$ cat config.mk
export PLATFORM = sky130hd
export DESIGN_NAME = sctp_ram
export DESIGN_NICKNAME = d
export VERILOG_FILES = /design/src/rtl/sctp_ram.sv
export SDC_FILE = /design/constraint.sdc
export NUM_CORES = 1
export LEC_CHECK = 0
export BUFFER_PORTS_ARGS = -buffer_cell sky130_fd_sc_hd__buf_2
export CAP_MARGIN = 20
export CORE_MARGIN = 2
export CORE_UTILIZATION = 60
export CTS_BUF_LIST = sky130_fd_sc_hd__clkbuf_8
export CTS_CLUSTER_SIZE = 24
export DETAILED_ROUTE_END_ITERATION = 8
export GPL_TIMING_DRIVEN = 0
export PLACE_DENSITY = 0.78
export SLEW_MARGIN = 25
export SYNTH_ARGS = -nofsm -noshare
export SYNTH_HDL_FRONTEND = slang
export SYNTH_SLANG_ARGS = --single-unit
$ cat constraint.sdc
create_clock -name clk -period 3.4 [get_ports clk]
set_input_delay 0.17 -clock clk [delete_from_list [all_inputs] [get_ports clk]]
set_output_delay 0.17 -clock clk [all_outputs]
set_load 0.01 [all_outputs]
$ cat src/rtl/sctp_ram.sv
// Generic single-write, single-read RAM with registered read data.
// No package dependencies.
`timescale 1ns / 1ps
module sctp_ram #(
  parameter int WIDTH = 8,
  parameter int DEPTH = 16,
  parameter int AW    = (DEPTH > 1) ? $clog2(DEPTH) : 1
) (
  input  logic             clk,
  input  logic             we,
  input  logic [AW-1:0]    waddr,
  input  logic [WIDTH-1:0] wdata,
  input  logic             re,
  input  logic [AW-1:0]    raddr,
  output logic [WIDTH-1:0] rdata
);

  logic [WIDTH-1:0] mem [DEPTH];

  always_ff @(posedge clk) begin
    if (we) begin
      mem[waddr] <= wdata;
    end
    if (re) begin
      rdata <= mem[raddr];
    end
  end

endmodule

==> results of run 1 <==
## flip-flops by register name (all words and copies together), names as in the netlist
register	flops
mem	128
rdata	8
## final cells by class
cell class                      instances  share of cell area (%)
Sequential cell                       136                    68.7
Multi-Input combinational cell         83                    18.1
Clock buffer                           17                    3.94
Clock inverter                         15                    3.41
Tap cell                              108                    2.27
Timing Repair Buffer                   25                    2.10
Buffer                                 10                    1.45
## cells in the mapped netlist
library cell / number / area share (%)
and2b_1: 1 / 0.14
buf_2: 3 / 0.29
buf_4: 1 / 0.14
nand2b_1: 2 / 0.24
mux4_1: 14 / 7.0
nor2b_1: 1 / 0.12
buf_6: 3 / 0.65
nand3b_1: 2 / 0.29
a22oi_1: 16 / 2.3
nor2_1: 13 / 0.93
or3b_2: 1 / 0.17
nand3_1: 1 / 0.096
edfxtp_1: 136 / 78
clkdlybuf4s25_2: 3 / 0.57
nand2_1: 9 / 0.65
mux4_2: 18 / 7.8
nor3_1: 4 / 0.38
and2_1: 1 / 0.12
## power breakdown
part	total (mW)	internal [mW]	leakage, nW	switching [mW]
Sequential	1.90	1.89	1.24	0.00831
Clock	1.41	0.802	0.216	0.610
Combinational	0.180	0.0729	0.523	0.107
## kinds of logic (layout without fill, tap and decap cells)
logic type	after synthesis	in the layout	share of synthesized area, %
DFF	136	136	78.1
and+or+nand+nor	35	35	3.14
muxes	32	32	14.8
AOI/OAI and AO/OA	16	16	2.30
buffers and inverters	10	67	1.65
## per-stage QoR
stage | cells | worst slack (ns) | utilization (%) | cell area, sq um
2_1_floorplan | 229 | 1.74 | - | 5230
3_3_place_gp | 362 | 1.21 | 63.9 | 5490
3_5_place_dp | 362 | 1.54 | 64.1 | 5510
4_1_cts | 394 | 1.79 | 69.2 | 5940
5_1_grt | 394 | 1.74 | 69.2 | 5940
6_report | 394 | 1.76 | 69.2 | 5940
## worst paths after layout
kind,startpoint,cells after the start,slack (ns),to
worst max-delay path,mem[4][0]$_DFFE_PP_,3,1.76,rdata[0]$_DFFE_PP_
worst max register to register,mem[4][0]$_DFFE_PP_,3,1.76,rdata[0]$_DFFE_PP_
worst min-delay path,re,1,0.09,rdata[1]$_DFFE_PP_
worst min register to register,mem[9][7]$_DFFE_PP_,3,0.79,rdata[7]$_DFFE_PP_
## metal layers
layer / wire length [microns] / GRT usage [%]
met4: 227 / 9.29
met1: 3900 / 32.3
met2: 4590 / 31.4
met5: 0 / 0
met3: 782 / 5.18
==> results.tsv, run 1 <==
metric	value	unit
drv_slew	0	
post-cts-setup-buffer-count	0	
rsz0062_at_grt	false	
whs	0.0866	ns
finalPower	3.49	mW
hold_class	in -> reg	
grt_pass1_vias	2440	
power_density	587	nW/um^2
multi_input_area	1080	sq um
cp.required	3.57	ns
seqCellArea	4080	sq um
path_max_fanout	1	
coreArea	8590	sq um
ys_ff_latch	136	
p_leak	1.97	nW
worst_pin_slew	0.806	ns
skew	0.0133	ns
endpoint_kind	flip-flop	
max_freq	608	MHz
critPathKind	reg -> reg	
maxCapViolations	0	
cts_hold_buf	0	
ant_nets	0	
gp_congestion	0.686	
path_clk_slew	0.08	ns
num-fill-cells	493	
io_buffer_count	25	
overflow	0	
io_pins	27	
grt_pass1_wl	14200	microns
die_x	97.3	microns
die_h	97.3	microns
nets	292	
mostFrequentLayoutCell	edfxtp_1	
critPathBufInv	0	
post_drt_via_cell_ratio	6.30	
antenna_found_initial	0	
postSynthCellCount	229	
drtIter0Drc	283	
peakVddDrop	0.000368	V
slowest_delay	0.56	ns
setup_tns	0	ns
syn-num-nets	248	
layout_common_cells	136 x edfxtp_1, 28 x buf_2, 18 x mux4_2	
setup_viol	0	
netlist_area	5230	sq um
die-area	9480	sq um
start_kind	flip-flop	
synth.avg_cell_area	22.8	sq um
cp_data_arrival_time	1.81	ns
slew-limit-headroom	46.1	%
wl_per_cell	24.1	microns
post_cts_resized	0	
syn_to_final_growth	13.7	%
drc	0	
num_rows	34	
htree_num_levels	4	
crit_slowest_cell	mux4_1	
synth-seq-area-share	78.1	%
insertion_delay	0.43	ns
dp_hpwl	6060	microns
drive_gt1_share	31.5	%
num_antenna_cells	0	
period_share	48.4	%
cts-root-buf	clkbuf_8	
cts_made_buffers	17	
cts_sinks	136	
vias	2484	
initial_utilization	60.8	%
grt_usage	21.6	%
clockBufferDepth	2	
tritoncts	done	
drt_first_pass_iters	5	
min_period	1.64	ns
hold_viol	0	
crit_chain	mux4_1 -> a22oi_1 -> nand2_1	
cp_top_family	multiplexers	
ys_warn_count	0	
ys_types	18	
grt_max_degree	17	
outcome	complete, no violations	
wirelength	9500	microns
Power figures use the tool's default switching activity.
==> inputs of run 2 (changes only) <==
Settings changed: CORE_UTILIZATION 60 to 57.
Clock period 3.4 ns to 1.41 ns, I/O delays scaled along.
==> run 2 against run 1 <==
Effect of this change:
- the run now ends with negative setup slack left
- die area increased by 5.0%
- first-iteration DRC count increased by 24%
- highest routed layer unchanged
- clock power increased by 100%
- global-route usage decreased by 0.66 points
==> results.tsv, run 2 (same netlist as run 1, synthesis figures left out) <==
metric	value	unit	change
critPathKind	reg -> reg		unchanged
finalPower	7.87	mW	was 3.49 mW
setup_viol	6		was 0
overflow	0		unchanged
cp_num_cells	3		unchanged
nets	293		was 292
wl_per_cell	24.3	microns	was 24.1 microns
initial_utilization	59.4	%	was 60.8%
drv_slew	0		unchanged
top_register	mem		unchanged
grtUsageMet2	33.5	%	was 31.4%
post_drt_via_cell_ratio	6.12		was 6.30
peakVddDrop	0.000845	V	was 0.000368 V
power_density	1340	nW/um^2	was 587 nW/um^2
num_antenna_cells	0		unchanged
vias	2417		was 2484
mostFrequentLayoutCell	edfxtp_1		unchanged
path_clk_slew	0.07	ns	was 0.08 ns
syn_to_final_growth	12.5	%	was 13.7%
max_freq	683	MHz	was 608 MHz
wirelength	9620	microns	was 9500 microns
slowest_delay	0.52	ns	was 0.56 ns
start_kind	flip-flop		unchanged
num_rows	34		unchanged
clockBufferDepth	2		unchanged
io_pins	27		unchanged
period_share	104	%	was 48.4%
crit_slowest_cell	mux4_2		was mux4_1
cts_sinks	136		unchanged
crit_start	mem[7][0]$_DFFE_PP_		was mem[4][0]$_DFFE_PP_
violations	negative setup slack		
gp_congestion	0.733		was 0.686
die_x	99.8	microns	was 97.3 microns
path_max_fanout	1		unchanged
cts-root-buf	clkbuf_8		unchanged
largest_registers	mem (128), rdata (8)		unchanged
htree_num_levels	4		unchanged
setup_slack	-0.0549	ns	was 1.76 ns
r2r-start	mem[7][0]$_DFFE_PP_		was mem[4][0]$_DFFE_PP_
insertion_delay	0.42	ns	was 0.43 ns
ant_nets	0		unchanged
rsz0062_at_grt	true		was false
endpoint_kind	flip-flop		unchanged
maxCapViolations	0		unchanged
cp_data_arrival_time	1.63	ns	was 1.81 ns
hold_class	in -> reg		unchanged
io_buffer_count	25		unchanged
hold_viol	0		unchanged
drt_first_pass_iters	4		was 5
layout_common_cells	136 x edfxtp_1, 28 x buf_2, 26 x mux4_2		was 136 x edfxtp_1, 28 x buf_2, 18 x mux4_2
cp.required	1.58	ns	was 3.57 ns
worst_pin_slew	0.780	ns	was 0.806 ns
critPathBufInv	0		unchanged
drtIter0Drc	351		was 283
fin_util	66.8	%	was 69.2%
tritoncts	done		unchanged
antenna_found_initial	0		unchanged
post-cts-setup-buffer-count	0		unchanged
grt_max_degree	17		unchanged
die_h	99.8	microns	was 97.3 microns
crit_chain	mux4_2 -> a22oi_2 -> nand2_1		was mux4_1 -> a22oi_1 -> nand2_1
grt_usage	21.0	%	was 21.6%
dp_hpwl	6130	microns	was 6060 microns
die-area	9950	sq um	was 9480 sq um
outcome	complete, but fails checks		was complete, no violations
largest_reg_flops	128		unchanged
grt_pass1_vias	2447		was 2440
cts_made_buffers	17		unchanged
r2r_setup_slack	-0.05	ns	was 1.76 ns
r2r_cells	3		unchanged
slew-limit-headroom	47.8	%	was 46.1%
grt_pass1_wl	14200	microns	about the same
min_period	1.46	ns	was 1.64 ns
grt_busiest_layer	met2		was met1
p_leak	1.93	nW	was 1.97 nW
drc	0		unchanged
use_met3	6.11	%	was 5.18%
cp_top_family	multiplexers		unchanged
pre_cts_ws	-0.343	ns	was 1.54 ns
crit_end	rdata[0]$_DFFE_PP_		unchanged
skew	0.00974	ns	was 0.0133 ns
grtUsageMet1	28.6	%	was 32.3%
drive_gt1_share	34.1	%	was 31.5%
coreArea	8810	sq um	was 8590 sq um
r2r-end	rdata[0]$_DFFE_PP_		unchanged
==> run 2: how the worst min path moves through the flow <==
stage / start / cells past startpoint / slack, ns / to
after floorplan: wdata[0] / 0 / 0.17 / mem[0][0]$_DFFE_PP_
after global placement: re / 1 / 0.41 / rdata[3]$_DFFE_PP_
after detailed placement: re / 1 / 0.42 / rdata[1]$_DFFE_PP_
after CTS: wdata[7] / 1 / 0.03 / mem[0][7]$_DFFE_PP_
after global routing: wdata[7] / 1 / 0.03 / mem[3][7]$_DFFE_PP_
final: wdata[7] / 1 / 0.04 / mem[1][7]$_DFFE_PP_
==> run 2: per-stage QoR <==
stage,hold slack (ns),instance area (sq um),instances,TNS [ns]
2_1_floorplan,0.169,5230,229,0
3_3_place_gp,0.409,5490,362,-20.36
3_5_place_dp,0.415,5510,362,-15.84
4_1_cts,0.0283,5890,395,-0.207
5_1_grt,0.0292,5880,395,-0.415
6_report,0.0440,5880,395,-0.215
==> run 2: worst reg2reg max path: stages (launching register included) <==
cell and delay (ns):
edfxtp_1 0.37, mux4_2 0.52, a22oi_2 0.23, nand2_1 0.10
==> run 2: final cells by class <==
type / count / area (sq um)
Timing Repair Buffer: 26 / 135
Multi-Input combinational cell: 83 / 1080
Buffer: 10 / 86.3
Tap cell: 108 / 135
Sequential cell: 136 / 4080
Clock inverter: 15 / 124
Fill cell: 562 / 2930
Clock buffer: 17 / 234
==> run 2: power breakdown <==
part | switching, mW | internal, mW
clock network | 1.33 | 1.51
logic | 0.265 | 0.186
registers | 0.0220 | 4.55
==> run 2: repair_timing <==
item                                    in CTS  in global routing
endpoints found under the hold margin        8                  0
endpoints found under the setup margin       7                  8
pin swaps                                    5                  3
hold buffers                                 1                  0
resized for setup                           11                  4
==> run 2: per-layer routing <==
metal | vias up | part of all wire (%)
li1 | 1062 | -
met1 | 1256 | 41
met2 | 91 | 51
met3 | 8 | 7.3
met4 | 0 | 0.97
met5 | - | 0
